==> config.mk <==
export PLATFORM = sky130hd
export DESIGN_NAME = rfd_decay
export DESIGN_NICKNAME = d
export VERILOG_FILES = /design/src/rtl/rfd_pkg.sv /design/src/rtl/rfd_decay.sv
export SDC_FILE = /design/constraint.sdc
export NUM_CORES = 2
export LEC_CHECK = 0
export BUFFER_PORTS_ARGS = -buffer_cell sky130_fd_sc_hd__buf_2
export CORE_MARGIN = 2
export CORE_UTILIZATION = 50
export DETAILED_ROUTE_END_ITERATION = 16
export HOLD_SLACK_MARGIN = 0.02
export PLACE_DENSITY = 0.71
export RECOVER_POWER = 50
export SYNTH_ARGS = -nofsm -noshare
export SYNTH_HDL_FRONTEND = slang
export SYNTH_SLANG_ARGS = --single-unit
export TNS_END_PERCENT = 30
==> constraint.sdc <==
create_clock -name clk -period 13.95 [get_ports clk]
set_input_delay 0.6975 -clock clk [delete_from_list [all_inputs] [get_ports clk]]
set_output_delay 0.6975 -clock clk [all_outputs]
set_load 0.02 [all_outputs]
==> src/rtl/rfd_pkg.sv <==
// ----------------------------------------------------------------------------
// rfd_pkg
// Types, codes and the decay root table shared by the flap damping table.
// ----------------------------------------------------------------------------
`timescale 1ns / 1ps
`default_nettype none

package rfd_pkg;

	typedef struct packed {
		logic [1:0]  operation;
		logic [9:0]  route_index;
		logic [31:0] now_secs;
	} in_item_t;

	typedef struct packed {
		logic [1:0]  status;
		logic [15:0] penalty_now;
		logic        suppressed;
		logic        entry_present;
		logic [15:0] flaps;
	} out_item_t;

	// stored per route
	typedef struct packed {
		logic        valid;
		logic        damped;
		logic [15:0] penalty;
		logic [15:0] flaps;
		logic [31:0] last_time;
	} entry_t;

	typedef struct packed {
		logic        start;
		logic [15:0] penalty;
		logic [31:0] elapsed;
	} decay_req_t;

	typedef struct packed {
		logic        done;
		logic [15:0] penalty;
	} decay_rsp_t;

	localparam logic [1:0] OP_WITHDRAW = 2'd0;
	localparam logic [1:0] OP_UPDATE   = 2'd1;
	localparam logic [1:0] OP_REUSE    = 2'd2;
	localparam logic [1:0] OP_PEEK     = 2'd3;  // reports entry as stored

	localparam logic [1:0] ST_CONTINUE    = 2'd0;
	localparam logic [1:0] ST_DISCONTINUE = 2'd1;
	localparam logic [1:0] ST_DISABLED    = 2'd2;

	localparam logic [2:0] CFG_ENABLE    = 3'd0;
	localparam logic [2:0] CFG_HL_SECS   = 3'd1;
	localparam logic [2:0] CFG_REUSE     = 3'd2;
	localparam logic [2:0] CFG_SUPPRESS  = 3'd3;
	localparam logic [2:0] CFG_CAP       = 3'd4;
	localparam logic [2:0] CFG_MAX_HOLD  = 3'd5;
	localparam logic [2:0] CFG_FLAP_PEN  = 3'd6;

	localparam int ROOT_ENTRIES = 13;
	typedef logic [ROOT_ENTRIES-1:0][31:0] root_tab_t;

	function automatic logic [63:0] isqrt64(input logic [63:0] val);
		logic [63:0] v;
		logic [63:0] res;
		logic [63:0] b;
		v   = val;
		res = 64'd0;
		b   = 64'd1 << 62;
		for (int i = 0; i < 32; i++) begin
			if (v >= res + b) begin
				v   = v - (res + b);
				res = (res >> 1) + b;
			end else begin
				res = res >> 1;
			end
			b = b >> 2;
		end
		return res;
	endfunction

	// R[j] ~ 2^-(2^-j) in Q0.32
	function automatic root_tab_t build_roots();
		root_tab_t t;
		logic [63:0] r;
		r    = 64'h8000_0000;
		t[0] = r[31:0];
		for (int j = 1; j < ROOT_ENTRIES; j++) begin
			r    = isqrt64(r << 32);
			t[j] = r[31:0];
		end
		return t;
	endfunction

	localparam root_tab_t ROOTS = build_roots();

endpackage

`default_nettype wire

==> src/rtl/rfd_decay.sv <==
// ----------------------------------------------------------------------------
// rfd_decay
// Iterative penalty decay: restoring divide by the half life, fraction
// digits, root-table product and final scale on one shared multiplier.
// ----------------------------------------------------------------------------
`timescale 1ns / 1ps
`default_nettype none

module rfd_decay #(
	parameter int DECAY_FRAC_BITS = 8
) (
	input  wire logic               clk,
	input  wire logic               arst_n,
	input  wire rfd_pkg::decay_req_t req,
	input  wire logic [15:0]        hl_secs,
	input  wire logic [15:0]        max_hold,
	output rfd_pkg::decay_rsp_t     rsp
);

	import rfd_pkg::*;

	localparam int DFB = DECAY_FRAC_BITS;

	typedef enum logic [6:0] {
		D_IDLE  = 7'b0000001,
		D_DIV1  = 7'b0000010,
		D_DIV2  = 7'b0000100,
		D_MUL   = 7'b0001000,
		D_SHIFT = 7'b0010000,
		D_SCALE = 7'b0100000,
		D_DONE  = 7'b1000000
	} dstate_t;

	dstate_t        state_q;
	logic [3:0]     cnt_q;
	logic [15:0]    dvd_q;
	logic [15:0]    rem_q;
	logic [15:0]    quo_q;
	logic [DFB-1:0] k_q;
	logic [31:0]    acc_q;
	logic           acc_one_q;
	logic [16:0]    f16_q;
	logic [15:0]    pen_q;
	logic [15:0]    res_q;

	logic [15:0] hl;
	logic [16:0] rem_sh;
	logic [17:0] diff;
	logic        ge;
	logic [15:0] rem_nx;
	logic [31:0] mul_a;
	logic [31:0] mul_b;
	logic [63:0] prod;
	logic [31:0] root;
	logic [3:0]  root_idx;

	assign hl = (hl_secs == 16'd0) ? 16'd1 : hl_secs;

	// shared subtractor for both divide phases
	always_comb begin
		rem_sh = (state_q == D_DIV1) ? {rem_q, dvd_q[15]} : {rem_q, 1'b0};
		diff   = {1'b0, rem_sh} - {2'b00, hl};
		ge     = !diff[17];
		rem_nx = ge ? diff[15:0] : rem_sh[15:0];
	end

	assign root_idx = 4'(DFB) - cnt_q;
	assign root     = ROOTS[root_idx];

	// shared multiplier
	always_comb begin
		if (state_q == D_SCALE) begin
			mul_a = {16'd0, pen_q};
			mul_b = {15'd0, f16_q};
		end else begin
			mul_a = acc_q;
			mul_b = root;
		end
		prod = mul_a * mul_b;
	end

	assign rsp.done    = (state_q == D_DONE);
	assign rsp.penalty = res_q;

	always_ff @(posedge clk or negedge arst_n) begin
		if (!arst_n) begin
			state_q <= D_IDLE;
			cnt_q   <= 4'd0;
		end else begin
			unique case (state_q)
				D_IDLE: begin
					if (req.start) begin
						pen_q <= req.penalty;
						cnt_q <= 4'd0;
						if (req.elapsed >= {16'd0, max_hold}) begin
							res_q   <= 16'd0;
							state_q <= D_DONE;
						end else begin
							dvd_q   <= req.elapsed[15:0];
							rem_q   <= 16'd0;
							quo_q   <= 16'd0;
							state_q <= D_DIV1;
						end
					end
				end
				D_DIV1: begin
					rem_q <= rem_nx;
					quo_q <= {quo_q[14:0], ge};
					dvd_q <= {dvd_q[14:0], 1'b0};
					cnt_q <= cnt_q + 4'd1;
					if (cnt_q == 4'd15) begin
						cnt_q <= 4'd0;
						// quotient known only after the last digit
						if ({quo_q[14:0], ge} >= 16'd17) begin
							res_q   <= 16'd0;
							state_q <= D_DONE;
						end else begin
							state_q <= D_DIV2;
						end
					end
				end
				D_DIV2: begin
					rem_q <= rem_nx;
					k_q   <= {k_q[DFB-2:0], ge};
					cnt_q <= cnt_q + 4'd1;
					if (cnt_q == 4'(DFB - 1)) begin
						cnt_q     <= 4'd0;
						acc_q     <= 32'd0;
						acc_one_q <= 1'b1;
						state_q   <= D_MUL;
					end
				end
				D_MUL: begin
					if (k_q[0]) begin
						acc_one_q <= 1'b0;
						acc_q     <= acc_one_q ? root : prod[63:32];
					end
					k_q   <= k_q >> 1;
					cnt_q <= cnt_q + 4'd1;
					if (cnt_q == 4'(DFB - 1)) begin
						cnt_q   <= 4'd0;
						state_q <= D_SHIFT;
					end
				end
				D_SHIFT: begin
					f16_q   <= (acc_one_q ? 17'h10000 : {1'b0, acc_q[31:16]}) >> quo_q[4:0];
					state_q <= D_SCALE;
				end
				D_SCALE: begin
					res_q   <= prod[31:16];
					state_q <= D_DONE;
				end
				D_DONE: begin
					state_q <= D_IDLE;
				end
				default: state_q <= D_IDLE;
			endcase
		end
	end

endmodule

`default_nettype wire

==> summary.md <==
| Metric | Value |
|---|---|
| CTS buffer count | `17` |
| Drc violations | `0` |
| First-pass DRT Iterations | `6` |
| CTS tree | `done` |
| Crit-path slowest cell | `a21boi_1` |
| GRT busiest layer | `met2` |
| Mapped Area | `approximately 0.04 mm²` |
| Final period util | `about 90%` |
| Reg-to-Reg Start | `cnt_q[0]$_DFFE_PN0P_` |
| Register clock-pin slew on the reported worst setup and hold paths | `90 ps` |
| Status | `finished with violations` |
| Syn Inst Count | `around 4,700` |
| Port Buf Inserts | `99` |
| Worst setup SP type | `register` |
| Final Skew | `between 20 and 30 ps` |
| H-tree depth | `4` |
| Least-Margin Pin Slew | `~1500 ps` |
| Gr usage total | `between 30% and 40%` |
| Yosys warns | `0` |
| Placed cell area | `around 0.043 mm²` |
| Resize count post-CTS | `0` |
| Seq/Total Area, Yosys | `a little over a tenth` |
| First-pass GRT wire length | `roughly 210,000 µm` |
| Largest incremental delay on the critical path | `approximately 1100 ps` |
| Arr. time, crit path | `roughly 13,000 ps` |
| Row count | `between 100 and 150` |
| Pins Over Slew Limit | `25` |
| Final ANT Viol Nets | `0` |
| Crit path capture type | `register` |
| Avg Cell Area, Syn | `a little under 9 µm²` |
| Max-cap violations | `1` |
| Layout cell share with drive strength beyond 1 | `~5.5%` |
| Post-place setup slack | `~1600 ps` |
| GR Overflow Total | `0` |
| RSZ-0062 raised after global routing | `no` |
| Max_slew headroom | `-3.14%` |
| Reg2Reg Depth | `32` |
| Drt total wl | `~140,000 µm` |
| I/O pins | `100` |
| Met3 GRT Util | `8.96%` |
| Most common cell on crit path | `fa_1` |
| Initial DRC count | `between 3,000 and 4,000` |
| Critical path class | `reg -> reg` |
| CTS Buffer Depth | `2` |
| Final setup vio count | `0` |
| Die Ht | `around 290 µm` |
| Grt met2 use | `51.1%` |
| Grt met1 use | `a little over two fifths` |
| Fmax | `~0.078 GHz` |
| Clk sinks | `between 100 and 150` |
| Setup repair bufs after CTS | `0` |
| Die width | `291 µm` |
| Most common cell after layout, fill and taps aside | `inv_1` |
| DR vias/cell | `around 5.8` |
| Routability-driven placement congestion ratio | `1.04` |
| Via count | `approximately 33,000` |
| CORE AREA | `between 0.08 and 0.09 mm²` |
| Post-synth top flop | `edfxtp_1` |
| CTS Hold Bufs | `0` |
| Post-synth EDFFs | `about 140` |
| HPWL Detailed | `around 110,000 µm` |
| Hold Fails Final Rpt | `0` |
| Largest net degree at the start of global routing | `61` |
| Final setup TNS | `0 ps` |
| Commonest cells after routing, fill and taps aside | `inv_1 (954), fa_1 (896), nand2_1 (708)` |
| Reg-to-Reg End | `acc_q[28]$_SDFFCE_PN0P_` |
| Fin crit period | `roughly 13,000 ps` |
| Synth cell types | `91` |
| Final worst slack | `about 1200 ps` |
| Vias in the first global route | `around 35,000` |
| Die area | `roughly 0.085 mm²` |
| CTS root buffer | `clkbuf_16` |
| Fin nets | `slightly below 6,000` |
| WL/cell | `roughly 24 µm` |
| Worst hold path class | `in -> async` |
| Failing checks | `capacitance limit, slew limit` |
| FF+latch count, synth | `148` |
| Fin area | `approximately 0.043 mm²` |
| Initial Util | `50.3%` |
| Area Growth Syn to Fin | `5.73%` |
| Asr flop ratio synth | `7.43%` |
| Crit path max fanout | `24` |
| Clock Latency Late Sink | `approximately 490 ps` |
| Antenna violations before repair | `2` |
| Flop2flop setup slack | `about 1200 ps` |
| Syn_nets | `between 5,000 and 6,000` |
| Req. time, crit path | `14,230 ps` |
[per-layer routing]
layer	vias to the layer above	wire (µm)
met1	16700	52200
li1	14300	-
met4	2	7260
met5	-	13
met2	1900	60200
met3	438	16000
[synth_stat cells (7+ instances only)]
| master | instances | area [µm²] |
|---|---|---|
| mux2i_1 | 24 | 240 |
| nand2_1 | 709 | 2660 |
| a211oi_1 | 20 | 150 |
| edfxtp_1 | 137 | 4110 |
| buf_1 | 18 | 67.6 |
| nor2b_1 | 14 | 87.6 |
| nor4_1 | 18 | 113 |
| ha_1 | 303 | 3790 |
| nor2_1 | 625 | 2350 |
| fa_1 | 896 | 17900 |
| inv_1 | 954 | 3580 |
| o21ai_0 | 77 | 385 |
| clkinv_1 | 19 | 71.3 |
| dfrtp_1 | 10 | 250 |
| and2_1 | 40 | 250 |
| mux2_2 | 7 | 78.8 |
| o22ai_1 | 21 | 131 |
| and3_1 | 27 | 169 |
| o31ai_1 | 11 | 82.6 |
| o21bai_1 | 11 | 82.6 |
| o21ai_1 | 11 | 55.1 |
| o21a_1 | 34 | 255 |
| a21o_1 | 49 | 368 |
| o31a_1 | 7 | 61.3 |
| xnor2_1 | 40 | 350 |
| clkbuf_1 | 198 | 743 |
| nand4_1 | 25 | 156 |
| nand2b_1 | 27 | 169 |
| a21oi_1 | 132 | 661 |
| nor3_1 | 33 | 165 |
| nand3_1 | 32 | 160 |
| a21boi_0 | 11 | 82.6 |
| xor2_1 | 15 | 131 |
| a31oi_1 | 18 | 113 |
[metrics by stage]
step	util, %	hold slack, ps	instances
floorplan	-	402	4692
global placement	52.5	495	5736
detailed placement	52.5	498	5736
CTS	53.3	85.8	5768
global route	53.2	328	5768
finish	53.2	278	5770
[critical path: cells and delay by family (launching register included)]
family | cells | cell delay [ps]
adder cells (fa/ha/maj) | 11 | 5530
AO/OA/AOI/OAI | 8 | 2790
buffers and inverters | 6 | 960
AND/OR/NAND/NOR | 7 | 2390
flip-flops | 1 | 860
[registers in the layout, summed over array words and instances (netlist names)]
| signal | count |
|---|---|
| f16_q | 17 |
| res_q | 16 |
| cnt_q | 4 |
| dvd_q | 16 |
| acc_q | 32 |
| k_q | 8 |
| acc_one_q | 1 |
| state_q | 7 |
| pen_q | 16 |
| quo_q | 15 |
| rem_q | 16 |
[kinds of logic after synthesis]
group	after synthesis	synth area share [%]
multiplexers	31	0.776
AO/OA/AOI/OAI	469	7.50
buffers and inverters	1195	10.9
flip-flops	148	10.7
AND/OR/NAND/NOR	1595	16.1
adder cells (fa/ha/maj)	1199	52.8
XOR/XNOR	55	1.17
[worst max-delay path by stage]
stage | slack [ps] | end | from | cells after the start
3_3_place_gp | 1890 | acc_q[31]$_SDFFCE_PN0P_ | cnt_q[0]$_DFFE_PN0P_ | 32
3_5_place_dp | 1610 | acc_q[31]$_SDFFCE_PN0P_ | cnt_q[0]$_DFFE_PN0P_ | 32
2_1_floorplan | 4310 | acc_q[30]$_SDFFCE_PN0P_ | cnt_q[0]$_DFFE_PN0P_ | 36
4_1_cts | 1530 | acc_q[31]$_SDFFCE_PN0P_ | cnt_q[0]$_DFFE_PN0P_ | 32
5_1_grt | 630 | acc_q[27]$_SDFFCE_PN0P_ | cnt_q[0]$_DFFE_PN0P_ | 31
6_report | 1210 | acc_q[28]$_SDFFCE_PN0P_ | cnt_q[0]$_DFFE_PN0P_ | 32
[cell type report]
cell class | count | area (µm²)
Antenna cell | 2 | 5.00
Clock buffer | 17 | 425
Clock inverter | 15 | 164
Fill cell | 7467 | 38200
Inverter | 976 | 3660
Multi-Input combinational cell | 3349 | 32300
Sequential cell | 148 | 4390
Tap cell | 1070 | 1340
Timing Repair Buffer | 193 | 1170
Power is left out: the tool's default activity adds up to more than one toggle a clock period on the data nets, which glitch-free logic cannot reach.
