File: src/rtl/rfd_ram.sv
// ----------------------------------------------------------------------------
// rfd_ram
// Generic single-port-write, single-port-read RAM with registered read.
// ----------------------------------------------------------------------------
`timescale 1ns / 1ps
`default_nettype none

module rfd_ram #(
	parameter int WIDTH = 8,
	parameter int DEPTH = 16
) (
	input  wire logic                     clk,
	input  wire logic                     wr_en,
	input  wire logic [$clog2(DEPTH)-1:0] wr_addr,
	input  wire logic [WIDTH-1:0]         wr_data,
	input  wire logic                     rd_en,
	input  wire logic [$clog2(DEPTH)-1:0] rd_addr,
	output logic      [WIDTH-1:0]         rd_data
);

	logic [WIDTH-1:0] mem_q [DEPTH];

	always_ff @(posedge clk) begin
		if (wr_en)
			mem_q[wr_addr] <= wr_data;
		if (rd_en)
			rd_data <= mem_q[rd_addr];
	end

endmodule

`default_nettype wire

File: config.mk
export PLATFORM = sky130hd
export DESIGN_NAME = rfd_ram
export DESIGN_NICKNAME = d
export VERILOG_FILES = /design/src/rtl/rfd_ram.sv
export SDC_FILE = /design/constraint.sdc
export NUM_CORES = 1
export LEC_CHECK = 0
export BUFFER_PORTS_ARGS = -buffer_cell sky130_fd_sc_hd__buf_2
export CORE_MARGIN = 5
export CORE_UTILIZATION = 40
export DETAILED_ROUTE_END_ITERATION = 16
export SLEW_MARGIN = 20
export SYNTH_ARGS = -nofsm -noshare
export SYNTH_HDL_FRONTEND = slang
export SYNTH_SLANG_ARGS = --single-unit
File: constraint.sdc
create_clock -name clk -period 1.7 [get_ports clk]
set_clock_uncertainty 0.05 [all_clocks]
set_input_delay 0.255 -clock clk [delete_from_list [all_inputs] [get_ports clk]]
set_output_delay 0.255 -clock clk [all_outputs]
set_load 0.01 [all_outputs]
==> impl_metrics.py, run 1 <==
metrics = {
    "timing": {
        "slew_headroom_pct": 52.7,
        "rsz0062_at_grt": "no",
        "slew_violations": 0,
        "period_needed_ps": 1560,
        "max_freq_ghz": 0.641,
        "fin_crit_sh_pct": 91.7,
        "tns_ps": 0,
        "finalHoldViolations": 0,
        "worstMarginPinSlew_ps": 706,
        "finalSetupViolCount": 0,
    },
    "yosys": {
        "synthTopCellsByArea": "edfxtp_1, mux4_2, mux4_1",
        "synthCells": 229,
        "ys_seq_area_share_pct": 78.1,
        "synthArstFlopShare_pct": 0,
        "avgSynthCellArea_um2": 22.8,
        "synth_nets": 248,
        "yosysMostFrequentCell": "edfxtp_1",
        "synth_edf_count": 136,
        "synth_ff_type": "edfxtp_1",
        "ys_seq_elements": 136,
        "synth.distinct_cells": 18,
        "yosysTopAreaCellShare_pct": 78.1,
        "synthTopCellsByCount": "edfxtp_1, mux4_2, a22oi_1",
        "yosys.area.top_type": "edfxtp_1",
        "syn_area_mm2": 0.00523,
        "yosysWarnings": 0,
    },
    "detailed_routing": {
        "drc": 0,
        "ant_nets": 0,
        "vias_per_cell": 5.14,
        "via_count": 2454,
        "drt-total-wl_um": 9900,
        "drt_iter0_drc": 251,
        "routedWlPerCell_um": 20.7,
        "dr.pass1.iters": 4,
    },
    "global_route": {
        "antenna_found_initial": 0,
        "grt_usage_pct": 13.3,
        "grt_pass1_vias": 2609,
        "overflow": 0,
        "grt_pass1_wl_um": 15300,
        "grt_max_degree": 17,
    },
    "worst_hold_path": {
        "worstHoldPathCells": 1,
        "hold_class": "primary input to register",
    },
    "die": {
        "std_cell_rows": 41,
        "start_util_pct": 41.1,
        "coreArea_mm2": 0.0127,
        "io_pins": 27,
        "die_h_um": 124,
        "die_area_mm2": 0.0155,
        "die_w_um": 124,
    },
    "finish": {
        "final_util_pct": 50.1,
        "seqCellArea_mm2": 0.00408,
        "multiInputGateArea_mm2": 0.00106,
        "final_cells": 477,
        "diodes": 0,
        "final_nets": 311,
        "fill_cells": 1039,
        "synthToLayoutAreaGrowth_pct": 22.0,
        "postLayoutCellArea_mm2": 0.00638,
        "drive_gt1_share_pct": 33.4,
    },
    "power": {
        "max-vdd-ir-drop_v": 0.000672,
        "pwr_density_cell_mw_per_mm2": 1260,
        "p_leak_nw": 2.17,
    },
    "clocking": {
        "numCtsBuffers": 17,
        "clockBufferDepth": 2,
        "cts-root-buf": "clkbuf_16",
        "cts_tree": "built",
        "cts.sinks": 136,
        "clkTransAtPathRegs_ps": 60,
        "cts_resized": 0,
        "clk-insertion-delay-late_ps": 400,
        "holdBufCountCts": 0,
        "cts-htree-levels": 4,
        "post_cts_buffers": 0,
    },
    "setup_path": {
        "path_class": "register to register",
        "start_kind": "register",
        "reg2regPathDepth": 3,
        "worstPathArrival_ps": 1660,
        "worstPathRequired_ps": 1800,
        "critPathMaxFanout": 1,
        "end_kind": "register",
    },
    "outcome": {
        "outcome": "complete, no violations",
    },
    "placement": {
        "dp_hpwl_um": 6620,
        "dp_cells": 445,
        "place_area_mm2": 0.00574,
        "place.gp.congestion": 0.732,
        "io_buffers": 26,
    },
    "flow_run": {
        "maxCapViolCount": 0,
    },
}
-- report_power, final --
| group | total, mW | internal, mW | switching, mW |
|---|---|---|---|
| Sequential | 3.80 | 3.78 | 0.0204 |
| Clock | 3.88 | 2.60 | 1.28 |
| Combinational | 0.368 | 0.162 | 0.206 |
-- area by class of cell --
type                            count  area share (%)
Timing Repair Buffer               54            5.93
Multi-Input combinational cell     83            16.7
Tap cell                          172            3.38
Clock buffer                       20            6.85
Sequential cell                   136            64.1
Clock inverter                     12            3.14
-- flip-flops by register name, summed over array words and instances, names as in the netlist --
register and flops:
mem_q 128, rd_data 8
-- metal layers --
| layer | vias up | share of wire [%] | track usage (%) |
|---|---|---|---|
| met5 | - | 0 | 0 |
| met4 | 0 | 1.8 | 5.42 |
| met3 | 13 | 3.8 | 3.09 |
| met2 | 62 | 50 | 21.8 |
| met1 | 1268 | 44 | 17.3 |
| li1 | 1111 | - | - |
-- logic make-up (layout without fill, tap and decap cells) --
group	after synthesis	in the layout	synth area share (%)
AOI/OAI and AO/OA	16	16	2.30
muxes	32	32	14.8
and+or+nand+nor	35	35	3.14
buffers and inverters	10	86	1.65
DFF	136	136	78.1
-- cell usage in the layout (no fill, tap or decap), types with 2 or more instances in the layout --
cell and n:
a22oi_1 16, buf_12 3, buf_2 26, buf_4 25
bufinv_16 5, clkbuf_1 3, clkbuf_16 17, clkinv_4 3
clkinvlp_4 2, edfxtp_1 136, mux4_1 14, mux4_2 18
nand2_1 9, nand2b_1 2, nand3b_1 2, nor2_1 13
nor3_1 3
-- critical path, cell delays in order, from the launching register on --
cell	delay, ps
edfxtp_1	380
mux4_1	540
a22oi_1	260
nand2_1	80
-- metrics by stage --
stage	hold slack [ps]	setup slack, ps	power [mW]
after detailed placement	601	-167	4.24
after global routing	182	71.8	8.30
after floorplan	304	113	4.06
final	183	141	8.05
after global placement	592	-167	4.23
after CTS	178	132	8.11
-- path summary, 6_finish.rpt --
check | startpoint | slack [ps] | end
worst max-delay path | mem_q[6][1] | 140 | rd_data[1]
worst min-delay path | rd_en | 180 | rd_data[1]
worst max register to register | mem_q[6][1] | 140 | rd_data[1]
worst min register to register | mem_q[12][0] | 690 | rd_data[0]
Power figures use the tool's default switching activity.
==> inputs of run 2 (changes only) <==
==> constraint.sdc (replaced) <==
create_clock -name clk -period 2 [get_ports clk]
set_clock_uncertainty 0.05 [all_clocks]
set_input_delay 0.3 -clock clk [delete_from_list [all_inputs] [get_ports clk]]
set_output_delay 0.3 -clock clk [all_outputs]
set_load 0.01 [all_outputs]
==> run 2 against run 1 <==
  * First-iteration DRC count is 1.6% higher
  * Sequential power is 15% lower
  * Count of clock-buffer cells in the layout fell by 3
  * Global-route usage rose by 0.14 points
  * Critical path type unchanged
  * Clock power down 27%
  * Die area unchanged
  * Sequential share of layout area rose by 1.4 points
  * Wire length decreased by 0.94%
  * Final cell count is 1.5% lower
  * Combinational power is 19% lower
  * Fmax up 1.0%
  * Largest cell class unchanged
  * Design area is 2.2% lower
==> impl_metrics.py, run 2 (synthesis gave the netlist of run 1 again) <==
metrics = {
    "outcome": {
        "outcome": "complete, no violations",
    },
    "timing": {
        "fin_crit_sh_pct": 77.2,
        "slew_violations": 0,
        "finalHoldViolations": 0,
        "period_needed_ps": 1540,
        "max_freq_ghz": 0.648,
        "rsz0062_at_grt": "no",
        "tns_ps": 0,
        "holdWs_ps": 224,
        "finalSetupViolCount": 0,
        "worstMarginPinSlew_ps": 406,
        "slew_headroom_pct": 73.0,
    },
    "setup_path": {
        "worstPathRequired_ps": 2110,
        "worstPathArrival_ps": 1650,
        "end_kind": "register",
        "slowest_stage": "mux4_1",
        "critPathTopFamily": "multiplexers",
        "critPathMaxStageDelay_ps": 490,
        "critPathBufInv": 0,
        "path_cells": "mux4_1, a22oi_1, nand2_1",
        "critPathMaxFanout": 1,
        "start_kind": "register",
        "path_class": "register to register",
    },
    "power": {
        "pwr-share-comb_pct": 4.7,
        "pwr_density_cell_mw_per_mm2": 1020,
        "p_int_mw": 5.04,
        "pwr-share-seq_pct": 50.6,
        "p_leak_nw": 2.07,
        "netSwitchingPower_mw": 1.34,
        "max-vdd-ir-drop_v": 0.000519,
        "power.share.switching_pct": 21.0,
        "clock_power_share_pct": 44.7,
    },
    "placement": {
        "io_buffers": 26,
        "place.gp.congestion": 0.704,
        "place_area_mm2": 0.00568,
        "dp_hpwl_um": 6420,
    },
    "detailed_routing": {
        "drt_iter0_drc": 255,
        "ant_nets": 0,
        "via_count": 2426,
        "routedWlPerCell_um": 20.9,
        "drc": 0,
        "dr.pass1.iters": 4,
        "vias_per_cell": 5.16,
        "drt-total-wl_um": 9800,
    },
    "clocking": {
        "numCtsBuffers": 17,
        "holdBufCountCts": 0,
        "cts-htree-levels": 4,
        "post_cts_buffers": 0,
        "clkTransAtPathRegs_ps": 60,
        "cts.sinks": 136,
        "clk-insertion-delay-late_ps": 410,
        "cts_tree": "built",
        "cts-root-buf": "clkbuf_16",
        "cts_resized": 0,
        "clockBufferDepth": 2,
    },
    "finish": {
        "fill_cells": 1051,
        "diodes": 0,
        "postLayoutCellArea_mm2": 0.00624,
        "synthToLayoutAreaGrowth_pct": 19.3,
        "largest_reg_flops": 128,
        "regMostFlops": "mem_q",
        "layout_common_cells": "edfxtp_1, buf_2, mux4_2, buf_4, clkbuf_16",
        "final_nets": 304,
        "reg_top3": "mem_q x128, rd_data x8",
        "drive_gt1_share_pct": 32.2,
        "final_common_cell": "edfxtp_1",
    },
    "die": {
        "die_h_um": 124,
        "start_util_pct": 41.1,
        "die_w_um": 124,
        "io_pins": 27,
        "std_cell_rows": 41,
        "coreArea_mm2": 0.0127,
        "die_area_mm2": 0.0155,
    },
    "global_route": {
        "grt_max_degree": 33,
        "grt_usage_pct": 13.5,
        "overflow": 0,
        "grt_pass1_wl_um": 15200,
        "antenna_found_initial": 1,
        "grt_pass1_vias": 2593,
    },
    "worst_hold_path": {
        "hold_class": "primary input to register",
    },
    "flow_run": {
        "maxCapViolCount": 0,
    },
}
[run 2: changes by cell type in the layout (fill, tap and decap cells not counted), sizes merged]
cell	previous run	this run
buf	54	47
clkinvlp	2	9
bufinv	5	1
clkbuf	20	17
clkinv	5	4
inv	0	1
[run 2: path summary, 6_finish.rpt]
check	start	end	slack, ps	cells past startpoint
setup / recovery	mem_q[2][2]	rd_data[2]	460	3
hold / removal	rd_en	rd_data[4]	220	1
setup reg to reg	mem_q[2][2]	rd_data[2]	460	3
hold reg to reg	mem_q[8][2]	rd_data[2]	700	3
[run 2: worst reg2reg max path, stage by stage, from the launching register on]
cell      delay [ps]
edfxtp_1         370
mux4_1           490
a22oi_1          300
nand2_1           90
[run 2: final cells by class]
cell class | instances | area, um2 | area share (%)
Sequential cell | 136 | 4080 | 65.5
Multi-Input combinational cell | 83 | 1060 | 16.9
Clock buffer | 17 | 425 | 6.82
Timing Repair Buffer | 47 | 325 | 5.21
Tap cell | 172 | 215 | 3.45
Clock inverter | 15 | 131 | 2.11
[run 2: power by group through the flow]
stage | sequential [mW] | clock (mW) | combinational, mW
after floorplan | 3.29 | 0 | 0.162
after global placement | 3.29 | 0 | 0.302
after detailed placement | 3.29 | 0 | 0.307
after CTS | 3.23 | 2.89 | 0.307
after global routing | 3.23 | 3.05 | 0.324
final | 3.23 | 2.85 | 0.299
[run 2: per-layer routing]
metal / track usage, % / vias up / share of wire (%)
met5: 0 / - / 0.11
met4: 5.61 / 2 / 1.5
met3: 4.07 / 13 / 4.8
met2: 21.2 / 61 / 50
met1: 17.5 / 1258 / 43
li1: - / 1092 / -
[run 2: stage by stage]
step / power, mW / cells / util, % / worst slack, ps
5_1_grt: 6.61 / 470 / 49.0 / 411
3_3_place_gp: 3.59 / 438 / 44.7 / 120
3_5_place_dp: 3.60 / 438 / 44.7 / 93.0
2_1_floorplan: 3.45 / 229 / - / 157
6_report: 6.38 / 470 / 49.0 / 457
4_1_cts: 6.43 / 470 / 49.0 / 423
==> inputs of run 3 (changes only) <==
==> constraint.sdc (replaced) <==
create_clock -name clk -period 1.57 [get_ports clk]
set_clock_uncertainty 0.05 [all_clocks]
set_input_delay 0.2355 -clock clk [delete_from_list [all_inputs] [get_ports clk]]
set_output_delay 0.2355 -clock clk [all_outputs]
set_load 0.01 [all_outputs]
==> run 3 against run 2 <==
  * Sequential cell count is the same
  * Non-clock buffer count grew 7
  * Combinational power grew 36%
  * Fmax grew 1.5%
  * Critical path type unchanged
  * Critical endpoint unchanged
  * Largest cell class unchanged
==> impl_metrics.py, run 3 (synthesis gave the netlist of run 1 again) <==
metrics = {
    "outcome": {
        "outcome": "complete, no violations",
    },
    "finish": {
        "final_common_cell": "edfxtp_1",
        "reg_top3": "mem_q x128, rd_data x8",
        "final_util_pct": 49.8,
        "regMostFlops": "mem_q",
        "postLayoutCellArea_mm2": 0.00633,
        "fill_cells": 1065,
        "layout_common_cells": "edfxtp_1, buf_2, buf_4, mux4_2, clkbuf_16",
        "diodes": 0,
        "drive_gt1_share_pct": 36.4,
        "multiInputGateArea_mm2": 0.00109,
        "final_nets": 311,
        "synthToLayoutAreaGrowth_pct": 21.1,
        "largest_reg_flops": 128,
        "seqCellArea_mm2": 0.00408,
    },
    "clocking": {
        "cts.sinks": 136,
        "clockBufferDepth": 2,
        "numCtsBuffers": 17,
        "cts-htree-levels": 4,
        "holdBufCountCts": 0,
        "cts_tree": "built",
        "cts-root-buf": "clkbuf_16",
        "clkTransAtPathRegs_ps": 60,
        "post_cts_buffers": 0,
        "clk-insertion-delay-late_ps": 400,
    },
    "die": {
        "io_pins": 27,
        "die_h_um": 124,
        "start_util_pct": 41.1,
        "die_area_mm2": 0.0155,
        "std_cell_rows": 41,
        "die_w_um": 124,
        "coreArea_mm2": 0.0127,
    },
    "timing": {
        "max_freq_ghz": 0.658,
        "slew_violations": 0,
        "fin_crit_sh_pct": 96.8,
        "finalHoldViolations": 0,
        "setup_ws_ps": 50.0,
        "worstMarginPinSlew_ps": 848,
        "slew_headroom_pct": 43.3,
        "finalSetupViolCount": 0,
        "period_needed_ps": 1520,
    },
    "global_route": {
        "grt_pass1_wl_um": 15800,
        "grt_pass1_vias": 2676,
        "overflow": 0,
        "antenna_found_initial": 0,
        "grt_usage_pct": 13.7,
        "grt_max_degree": 17,
    },
    "worst_hold_path": {
        "hold_class": "primary input to register",
        "worstHoldStart": "rd_en",
    },
    "detailed_routing": {
        "drc": 0,
        "routedWlPerCell_um": 21.1,
        "via_count": 2466,
        "drt-total-wl_um": 10100,
        "vias_per_cell": 5.17,
        "drt_iter0_drc": 288,
        "ant_nets": 0,
        "dr.pass1.iters": 4,
    },
    "setup_path": {
        "critPathMaxStageDelay_ps": 510,
        "path_cells": "mux4_1, a22oi_1, nand2_1",
        "worstPathRequired_ps": 1670,
        "start_kind": "register",
        "end_kind": "register",
        "slowest_stage": "mux4_1",
        "critPathLaunch": "mem_q[1][2]",
        "timing.rr.start": "mem_q[1][2]",
        "path_class": "register to register",
        "worstPathArrival_ps": 1620,
        "critPathMaxFanout": 1,
    },
    "power": {
        "pwr_density_cell_mw_per_mm2": 1300,
        "p_leak_nw": 2.14,
        "max-vdd-ir-drop_v": 0.000637,
    },
    "flow_run": {
        "maxCapViolCount": 0,
    },
    "placement": {
        "dp_hpwl_um": 6780,
        "place_area_mm2": 0.00574,
        "place_ws_ps": -286,
        "io_buffers": 26,
        "place.gp.congestion": 0.728,
    },
}
run 3: changes by cell type in the layout (fill, tap and decap cells not counted), sizes merged:
cell	delta
inv	+5
clkinv	+1
clkinvlp	-6
buf	+7
run 3: metrics by stage:
step	std cells	total power, mW	hold WS [ps]	TNS, ps
floorplan	229	4.40	284	0
global placement	445	4.58	573	-1810
detailed placement	445	4.60	582	-1870
CTS	477	8.32	153	0
global route	477	8.53	155	-5.60
finish	477	8.26	169	0
run 3: path summary, 6_finish.rpt:
kind | end | slack (ps) | cells after the start
max reg2reg | rd_data[2] | 50 | 3
min reg2reg | rd_data[0] | 700 | 3
max | rd_data[2] | 50 | 3
min | rd_data[2] | 170 | 1
run 3: critical path, delay by kind of cell, from the launching register on:
family             cells  cell delay [ps]
and+or+nand+nor        1               90
muxes                  1              510
DFF                    1              360
AOI/OAI and AO/OA      1              270
run 3: layer usage:
layer  track usage, %  part of all wire [%]  routed length [um]  up-vias
li1                 -                     -                   -     1110
met1             17.9                    44                4480     1282
met3             3.43                   4.0                 400       11
met4             5.48                   1.1                 109        0
met5                0                     0                   0        -
met2             22.2                    50                5080       63
run 3: cell type report:
type                            instances  share of cell area (%)
Tap cell                              172                    3.40
Sequential cell                       136                    64.5
Multi-Input combinational cell         83                    17.2
Clock buffer                           17                    6.72
Clock inverter                         15                    2.23
Timing Repair Buffer                   54                    5.97
run 3: timing repair:
action	4_1_cts	5_1_grt
setup endpoints to repair	0	5
gates resized for setup	0	5
endpoints found under the hold margin	0	0
run 3: where the power goes:
group | switching, mW | internal [mW]
Sequential | 0.0225 | 4.09
Combinational | 0.228 | 0.179
Clock | 1.53 | 2.21
